==> src/hdl/tcmf_pkg.sv <==
// ============================================================================
// tcmf_pkg: shared types and constants for the three-channel median filter
// Item layouts and default sizes used by the filter and its sub-blocks.
// ============================================================================
package tcmf_pkg;

    localparam int WINDOW_TAPS_DEF   = 5;
    localparam int CHANNEL_COUNT_DEF = 3;
    // Channels below this number carry temperatures; negative readings are dropped.
    localparam int TEMP_CHANNELS     = 2;
    localparam int SAMPLE_W          = 8;

    typedef struct packed {
        logic [1:0]         channel;
        logic signed [15:0] sample_value;
    } tcmf_in_t;

    typedef struct packed {
        logic [7:0] median_value;
        logic       sample_taken;
    } tcmf_out_t;

endpackage

==> src/hdl/tcmf_mem.sv <==
// ============================================================================
// tcmf_mem: window store
// One row per channel holding the whole window; one write port, one read
// port with registered read data (old data on a same-address collision).
// ============================================================================
module tcmf_mem
#(
    parameter int DEPTH  = 3,
    parameter int WIDTH  = 40,
    parameter int ADDR_W = 2
)
(
    input  logic              clk,
    input  logic              wr_en,
    input  logic [ADDR_W-1:0] wr_addr,
    input  logic [WIDTH-1:0]  wr_data,
    input  logic              rd_en,
    input  logic [ADDR_W-1:0] rd_addr,
    output logic [WIDTH-1:0]  rd_data
);

    logic [WIDTH-1:0] mem [DEPTH];

    always_ff @(posedge clk)
    begin
        if (wr_en)
        begin
            mem[wr_addr] <= wr_data;
        end
    end

    always_ff @(posedge clk)
    begin
        if (rd_en)
        begin
            rd_data <= mem[rd_addr];
        end
    end

endmodule

==> src/hdl/tcmf_median.sv <==
// ============================================================================
// tcmf_median: rank-select median of one window
// Rank every tap against all others in parallel and pick the middle rank.
// ============================================================================
module tcmf_median
    import tcmf_pkg::*;
#(
    parameter int TAPS = WINDOW_TAPS_DEF
)
(
    input  logic [TAPS-1:0][SAMPLE_W-1:0] window,
    output logic [SAMPLE_W-1:0]           median
);

    localparam int RANK_W = $clog2(TAPS);
    localparam logic [RANK_W-1:0] MID_RANK = RANK_W'(TAPS / 2);

    logic [TAPS-1:0][RANK_W-1:0] rank;

    // Ties break by tap index, so every tap has a distinct rank.
    always_comb
    begin
        for (int i = 0; i < TAPS; i++)
        begin
            rank[i] = '0;
            for (int j = 0; j < TAPS; j++)
            begin
                if (j < i)
                begin
                    rank[i] = rank[i] + RANK_W'(window[j] <= window[i]);
                end
                else if (j > i)
                begin
                    rank[i] = rank[i] + RANK_W'(window[j] < window[i]);
                end
            end
        end
    end

    always_comb
    begin
        median = '0;
        for (int i = 0; i < TAPS; i++)
        begin
            if (rank[i] == MID_RANK)
            begin
                median = median | window[i];
            end
        end
    end

endmodule

==> src/hdl/three_channel_median_of_five_filter.sv <==
// ============================================================================
// three_channel_median_of_five_filter: per-channel sliding median filter
// Keeps a WINDOW_TAPS-deep window per channel and returns the window median.
// ============================================================================
//
// Usage
//   Input channel (sample_item/sample_valid/sample_stall): each item names a
//   channel and carries a raw 16-bit reading. Temperature channels drop
//   negative readings; otherwise the low 8 bits shift into that channel's
//   window. A channel number at or above CHANNEL_COUNT changes nothing and
//   returns a zero median with sample_taken low.
//   Output channel (result_item/result_valid/result_stall): one item per
//   input item, in order, with the median of the updated window.
//
// Timing
//   Three register stages: memory read, read-modify-write of the window row,
//   and the median rank network into the output register. One item per
//   cycle is sustained while no stalled result is held; back-to-back items
//   on the same channel are served from a write-back forwarding register,
//   so the window memory never stalls.
//
// Reset and stalls
//   Reset empties the pipeline and clears one valid bit per window row; a
//   row that was never written reads as all zeros. While result_stall holds
//   a waiting result, the whole pipeline freezes and sample_stall is raised.
// ============================================================================
module three_channel_median_of_five_filter
    import tcmf_pkg::*;
#(
    parameter int WINDOW_TAPS   = WINDOW_TAPS_DEF,
    parameter int CHANNEL_COUNT = CHANNEL_COUNT_DEF
)
(
    input  logic      clk,
    input  logic      rst_n,

    input  tcmf_in_t  sample_item,
    input  logic      sample_valid,
    output logic      sample_stall,

    output tcmf_out_t result_item,
    output logic      result_valid,
    input  logic      result_stall
);

    localparam int ADDR_W = (CHANNEL_COUNT > 1) ? $clog2(CHANNEL_COUNT) : 1;
    localparam int ROW_W  = WINDOW_TAPS * SAMPLE_W;

    typedef logic [WINDOW_TAPS-1:0][SAMPLE_W-1:0] window_t;

    // Pipeline advance: move everything unless a held result is stalled.
    logic advance;
    logic accept;

    // Stage 1: item waiting for its window row.
    logic                s1_valid_reg;
    logic [ADDR_W-1:0]   s1_addr_reg;
    logic                s1_in_range_reg;
    logic                s1_take_reg;
    logic [SAMPLE_W-1:0] s1_sample_reg;
    logic                rd_row_vld_reg;
    logic [ROW_W-1:0]    rd_data;

    // Write-back forwarding of the row written at the previous advance.
    logic                fwd_valid_reg;
    logic                fwd_valid_next;
    logic [ADDR_W-1:0]   fwd_addr_reg;
    window_t             fwd_row_reg;
    logic                fwd_hit;

    // Stage 2: updated window waiting for the median network.
    logic                s2_valid_reg;
    logic                s2_in_range_reg;
    logic                s2_take_reg;
    window_t             s2_window_reg;

    logic [CHANNEL_COUNT-1:0] row_vld_reg;
    logic [CHANNEL_COUNT-1:0] row_vld_next;

    logic                in_range;
    logic                take;
    logic [ADDR_W-1:0]   in_addr;

    window_t             cur_row;
    window_t             new_row;
    logic                wr_en;
    logic [SAMPLE_W-1:0] median;

    logic                result_valid_reg;
    tcmf_out_t           result_item_reg;

    assign advance      = !result_valid_reg || !result_stall;
    assign accept       = sample_valid && advance;
    assign sample_stall = !advance;

    assign in_range = 32'(sample_item.channel) < CHANNEL_COUNT;
    assign take     = !((32'(sample_item.channel) < TEMP_CHANNELS)
                        && sample_item.sample_value[15]);
    assign in_addr  = ADDR_W'(sample_item.channel);

    // ---------------------------------------------------------------- stage 0
    tcmf_mem
    #(
        .DEPTH  (CHANNEL_COUNT),
        .WIDTH  (ROW_W),
        .ADDR_W (ADDR_W)
    )
    u_mem
    (
        .clk     (clk),
        .wr_en   (wr_en),
        .wr_addr (s1_addr_reg),
        .wr_data (new_row),
        .rd_en   (accept && in_range),
        .rd_addr (in_addr),
        .rd_data (rd_data)
    );

    always_ff @(posedge clk or negedge rst_n)
    begin
        if (!rst_n)
        begin
            s1_valid_reg <= 1'b0;
        end
        else if (advance)
        begin
            s1_valid_reg <= sample_valid;
        end
    end

    always_ff @(posedge clk)
    begin
        if (accept)
        begin
            s1_addr_reg     <= in_addr;
            s1_in_range_reg <= in_range;
            s1_take_reg     <= take;
            s1_sample_reg   <= sample_item.sample_value[SAMPLE_W-1:0];
            rd_row_vld_reg  <= in_range && row_vld_reg[in_addr];
        end
    end

    // ---------------------------------------------------------------- stage 1
    // Take the freshest copy of the row: the write of the previous item wins
    // over the memory read issued in the same cycle.
    assign fwd_hit = fwd_valid_reg && (fwd_addr_reg == s1_addr_reg);

    always_comb
    begin
        if (fwd_hit)
        begin
            cur_row = fwd_row_reg;
        end
        else if (rd_row_vld_reg)
        begin
            cur_row = window_t'(rd_data);
        end
        else
        begin
            cur_row = '0;
        end
    end

    // Shift out the oldest tap (index 0), append the new sample on top.
    always_comb
    begin
        new_row = cur_row;
        if (s1_take_reg)
        begin
            for (int i = 0; i < WINDOW_TAPS - 1; i++)
            begin
                new_row[i] = cur_row[i + 1];
            end
            new_row[WINDOW_TAPS-1] = s1_sample_reg;
        end
    end

    assign wr_en          = advance && s1_valid_reg && s1_in_range_reg && s1_take_reg;
    assign fwd_valid_next = s1_valid_reg && s1_in_range_reg && s1_take_reg;

    always_comb
    begin
        row_vld_next = row_vld_reg;
        if (wr_en)
        begin
            row_vld_next[s1_addr_reg] = 1'b1;
        end
    end

    always_ff @(posedge clk or negedge rst_n)
    begin
        if (!rst_n)
        begin
            row_vld_reg   <= '0;
            fwd_valid_reg <= 1'b0;
            s2_valid_reg  <= 1'b0;
        end
        else
        begin
            row_vld_reg <= row_vld_next;
            if (advance)
            begin
                fwd_valid_reg <= fwd_valid_next;
                s2_valid_reg  <= s1_valid_reg;
            end
        end
    end

    always_ff @(posedge clk)
    begin
        if (advance)
        begin
            fwd_addr_reg    <= s1_addr_reg;
            fwd_row_reg     <= new_row;
            s2_in_range_reg <= s1_in_range_reg;
            s2_take_reg     <= s1_take_reg && s1_in_range_reg;
            s2_window_reg   <= new_row;
        end
    end

    // ---------------------------------------------------------------- stage 2
    tcmf_median
    #(
        .TAPS (WINDOW_TAPS)
    )
    u_median
    (
        .window (s2_window_reg),
        .median (median)
    );

    always_ff @(posedge clk or negedge rst_n)
    begin
        if (!rst_n)
        begin
            result_valid_reg <= 1'b0;
        end
        else if (advance)
        begin
            result_valid_reg <= s2_valid_reg;
        end
    end

    // Out-of-range channels report a zero median.
    always_ff @(posedge clk)
    begin
        if (advance)
        begin
            result_item_reg.median_value <= s2_in_range_reg ? median : '0;
            result_item_reg.sample_taken <= s2_take_reg;
        end
    end

    assign result_valid = result_valid_reg;
    assign result_item  = result_item_reg;

    // ---------------------------------------------------------------- checks
    a_fwd_in_range: assert property (@(posedge clk) disable iff (!rst_n)
        fwd_valid_reg |-> 32'(fwd_addr_reg) < CHANNEL_COUNT)
        else $error("forwarding register holds an out-of-range row");

    a_write_only_taken: assert property (@(posedge clk) disable iff (!rst_n)
        wr_en |-> s1_valid_reg && s1_in_range_reg && s1_take_reg && advance)
        else $error("window row written for an item that was not taken");

    a_row_vld_sticky: assert property (@(posedge clk) disable iff (!rst_n)
        (row_vld_reg & $past(row_vld_reg)) == $past(row_vld_reg))
        else $error("window row valid bit cleared outside reset");

    a_result_from_s2: assert property (@(posedge clk) disable iff (!rst_n)
        $rose(result_valid_reg) |-> $past(s2_valid_reg))
        else $error("result appeared without an item in stage 2");

    a_stall_freezes: assert property (@(posedge clk) disable iff (!rst_n)
        result_valid_reg && result_stall |=> $stable(s2_window_reg) && $stable(s1_valid_reg))
        else $error("pipeline moved while the output was stalled");

endmodule

==> config.mk <==
export PLATFORM = sky130hd
export DESIGN_NAME = three_channel_median_of_five_filter
export DESIGN_NICKNAME = d
export VERILOG_FILES = /design/src/hdl/tcmf_pkg.sv /design/src/hdl/tcmf_mem.sv /design/src/hdl/tcmf_median.sv /design/src/hdl/three_channel_median_of_five_filter.sv
export SDC_FILE = /design/constraint.sdc
export NUM_CORES = 1
export LEC_CHECK = 0
export BUFFER_PORTS_ARGS = -buffer_cell sky130_fd_sc_hd__buf_2
export CELL_PAD_IN_SITES_DETAIL_PLACEMENT = 1
export CELL_PAD_IN_SITES_GLOBAL_PLACEMENT = 1
export CORE_ASPECT_RATIO = 0.8
export CORE_MARGIN = 2
export CORE_UTILIZATION = 57
export DETAILED_ROUTE_END_ITERATION = 16
export GPL_TIMING_DRIVEN = 1
export PLACE_DENSITY = 0.94
export REMOVE_ABC_BUFFERS = 1
export SYNTH_ARGS = -nofsm -noshare
export SYNTH_HDL_FRONTEND = slang
export SYNTH_SLANG_ARGS = --single-unit
==> constraint.sdc <==
create_clock -name clk -period 10.53 [get_ports clk]
set_clock_uncertainty 0.05 [all_clocks]
set_input_delay 0.5265 -clock clk [delete_from_list [all_inputs] [get_ports clk]]
set_output_delay 0.5265 -clock clk [all_outputs]
set_load 0.02 [all_outputs]
==> out/results.ini <==
[run_status]
status=completed

[hold_path]
min_to=s1_sample_reg[0]
hp-class=primary input to flop
min-delay-start=sample_item[0]
holdPathStages=1

[cts]
cts_buffers=24
clk_latency_ns=0.53
clkSlewWorstSetupHoldPaths_ns=0.06
cts.sinks=233
post_cts_buffers=0
h-tree-depth=1
cts_tree=built
max-clock-path-buffers=3
cts-root-buf=clkbuf_16

[power]
leakage_nw=4.91
p_per_area_mw_per_mm2=273
p_total_mw=3.39
peakVddDrop_uv=189

[sta]
period_share=0.402
min_period_ns=4.23
finalSetupViolCount=0
finalMaxSlewViolations=0
hold_viol=0
worstMarginPinSlew_ns=0.879
rsz0062_at_grt=false
fmax_ghz=0.236
slew_headroom=0.414
fin_setup_tns_ns=0

[synthesis]
syn_inst=799
ys_async_sr_fraction=0.0300
synth-main-ff-cell=edfxtp_1
synth.yosys.warnings=0
synthTopCellsByArea=edfxtp_1 60%, ha_1 10%, mux2i_1 6.5%, a22oi_2 2.4%, o21ai_0 2.1%
yosysTopAreaCellShare=0.603
syn_area_per_cell_sq_um=14.1
ys_seq_area_frac=0.619
synth_edf_count=226
synthesis.area_sq_mm=0.0113
yosysTopAreaCell=edfxtp_1
ys_ff_latch=233
synth.distinct_cells=47

[worst_setup_path]
r2r_slack_ns=6.30
worst-setup-path-type=flop to flop
crit_arrival_ns=4.51
required_ns=10.81
start_kind=flop
end_kind=flop
reg2regPathDepth=14
reg2reg_to=result_item[3]
reg2reg_from=s2_window_reg[10]
critPathMaxFanout=8

[die]
placementRows=45
die_h_um=130
initial_core_util=0.588
dieArea_sq_mm=0.0209
core_area_sq_mm=0.0191
io_pins=33
die_w_um=161

[placement]
placed_area_sq_mm=0.0117
dpl.hpwl_mm=19.0
gp_congestion=0.877
io_buffers=25

[global_route]
grt_max_degree=65
groute.usage.overall=0.295
grt_pass1_vias=8111
antenna_found_initial=0
gr-total-overflow=0
grt_pass1_wl_mm=46.3

[layout]
largest_register_ff_count=120
fin_nets=953
layout-drive-gt1-share=0.143
fillers=1764
final_area_sq_mm=0.0124
syn2layout_area_growth_pct=10.3
num_antenna_cells=0

[route]
vias_per_cell=6.51
drt_wl_total_mm=30.0
drc=0
ant_nets=0
drt_iter0_markers=541
first_pass_iters=5
wire_per_inst_um=27.0
via_count=7241

[run]
cap_violations=0

how the worst max path moves through the flow:
stage,slack [ns],startpoint,depth (start not counted),endpoint
final,6.30,s2_window_reg[10],14,result_item[3]
after global routing,6.16,s2_window_reg[17],15,result_item[7]
after CTS,6.38,s2_window_reg[2],12,result_item[7]
after detailed placement,6.45,s2_window_reg[2],12,result_item[7]
after global placement,6.67,s2_window_reg[1],12,result_item[1]
after floorplan,4.83,result_stall,3,u_mem.mem[2][0]
cell usage in the layout, fill, tap and decap left out, types with 22 or more instances in the layout:
| cell | instances |
|---|---|
| ha_1 | 90 |
| buf_2 | 25 |
| a22oi_2 | 22 |
| mux2i_1 | 73 |
| a21oi_1 | 42 |
| edfxtp_1 | 226 |
| inv_1 | 60 |
| a22oi_1 | 25 |
| clkbuf_16 | 24 |
| o21ai_0 | 48 |
| nand2_1 | 60 |
metal layers:
metal,vias up,GRT usage,part of all wire
met5,-,0,0
met4,0,0.133,0.040
met3,96,0.0493,0.061
met2,313,0.523,0.50
met1,3685,0.361,0.39
li1,3147,-,-
cells in the mapped netlist (3+ instances only):
cell and count:
a22oi_2 22, a211o_1 5, or2_2 10, edfxtp_1 226, a221oi_2 8, nor2_1 14
fa_1 5, inv_1 60, o211ai_1 3, buf_6 3, nand2_1 61, a31oi_1 9
nor2b_1 3, nand3_1 9, dfrtp_1 7, a211oi_1 3, o21ai_0 48, nand4_1 12
mux2i_1 73, a21oi_1 43, a22oi_1 25, a21o_1 9, clkbuf_1 9, ha_1 90
buf_2 11
worst max-delay path, cell delays in order (launching register included):
cell      delay, ns
edfxtp_1       0.58
ha_1           0.38
and3_1         0.22
a221o_1        0.36
a21oi_1        0.24
a31o_2         0.16
ha_1           0.23
inv_1          0.08
fa_1           0.17
inv_1          0.04
ha_1           0.28
nand2_1        0.06
nor2_1         0.64
a22oi_1        0.22
a31oi_1        0.33
stage by stage:
step,hold WS [ns],setup slack [ns],util,instances
after floorplan,0.181,4.83,-,772
after global placement,0.319,6.67,0.610,1067
after detailed placement,0.328,6.45,0.610,1067
after CTS,0.114,6.38,0.648,1112
after global routing,0.116,6.16,0.648,1112
final,0.121,6.30,0.648,1112
layout make-up:
class                      count  area [sq um]  area share
timing repair buffer          38           225      0.0181
sequential                   233          6960       0.561
clock buffer                  35           662      0.0533
tap                          258           323      0.0260
multi-input combinational    479          3960       0.319
inverter                      60           225      0.0181
clock inverter                 9          58.8     0.00474
report_power, final:
part	internal, mW	switching, mW
logic	0.448	0.812
clock network	0.438	0.350
registers	1.20	0.139
total	2.09	1.30
timing repair:
item,in CTS,in global routing
hold buffers,1,0
resized for setup,0,0
hold endpoints to repair,7,0
cell families (layout without fill, tap and decap cells):
| group | Yosys count | in the layout | share of synthesized area |
|---|---|---|---|
| XOR/XNOR | 2 | 2 | 0.00156 |
| adder cells (fa/ha/maj) | 95 | 95 | 0.109 |
| multiplexers | 74 | 74 | 0.0659 |
| AND/OR/NAND/NOR | 120 | 120 | 0.0507 |
| AO/OA/AOI/OAI | 188 | 188 | 0.121 |
| buffers and inverters | 87 | 142 | 0.0329 |
| flip-flops | 233 | 233 | 0.619 |
Note: power is estimated with default switching activity, not from simulation.
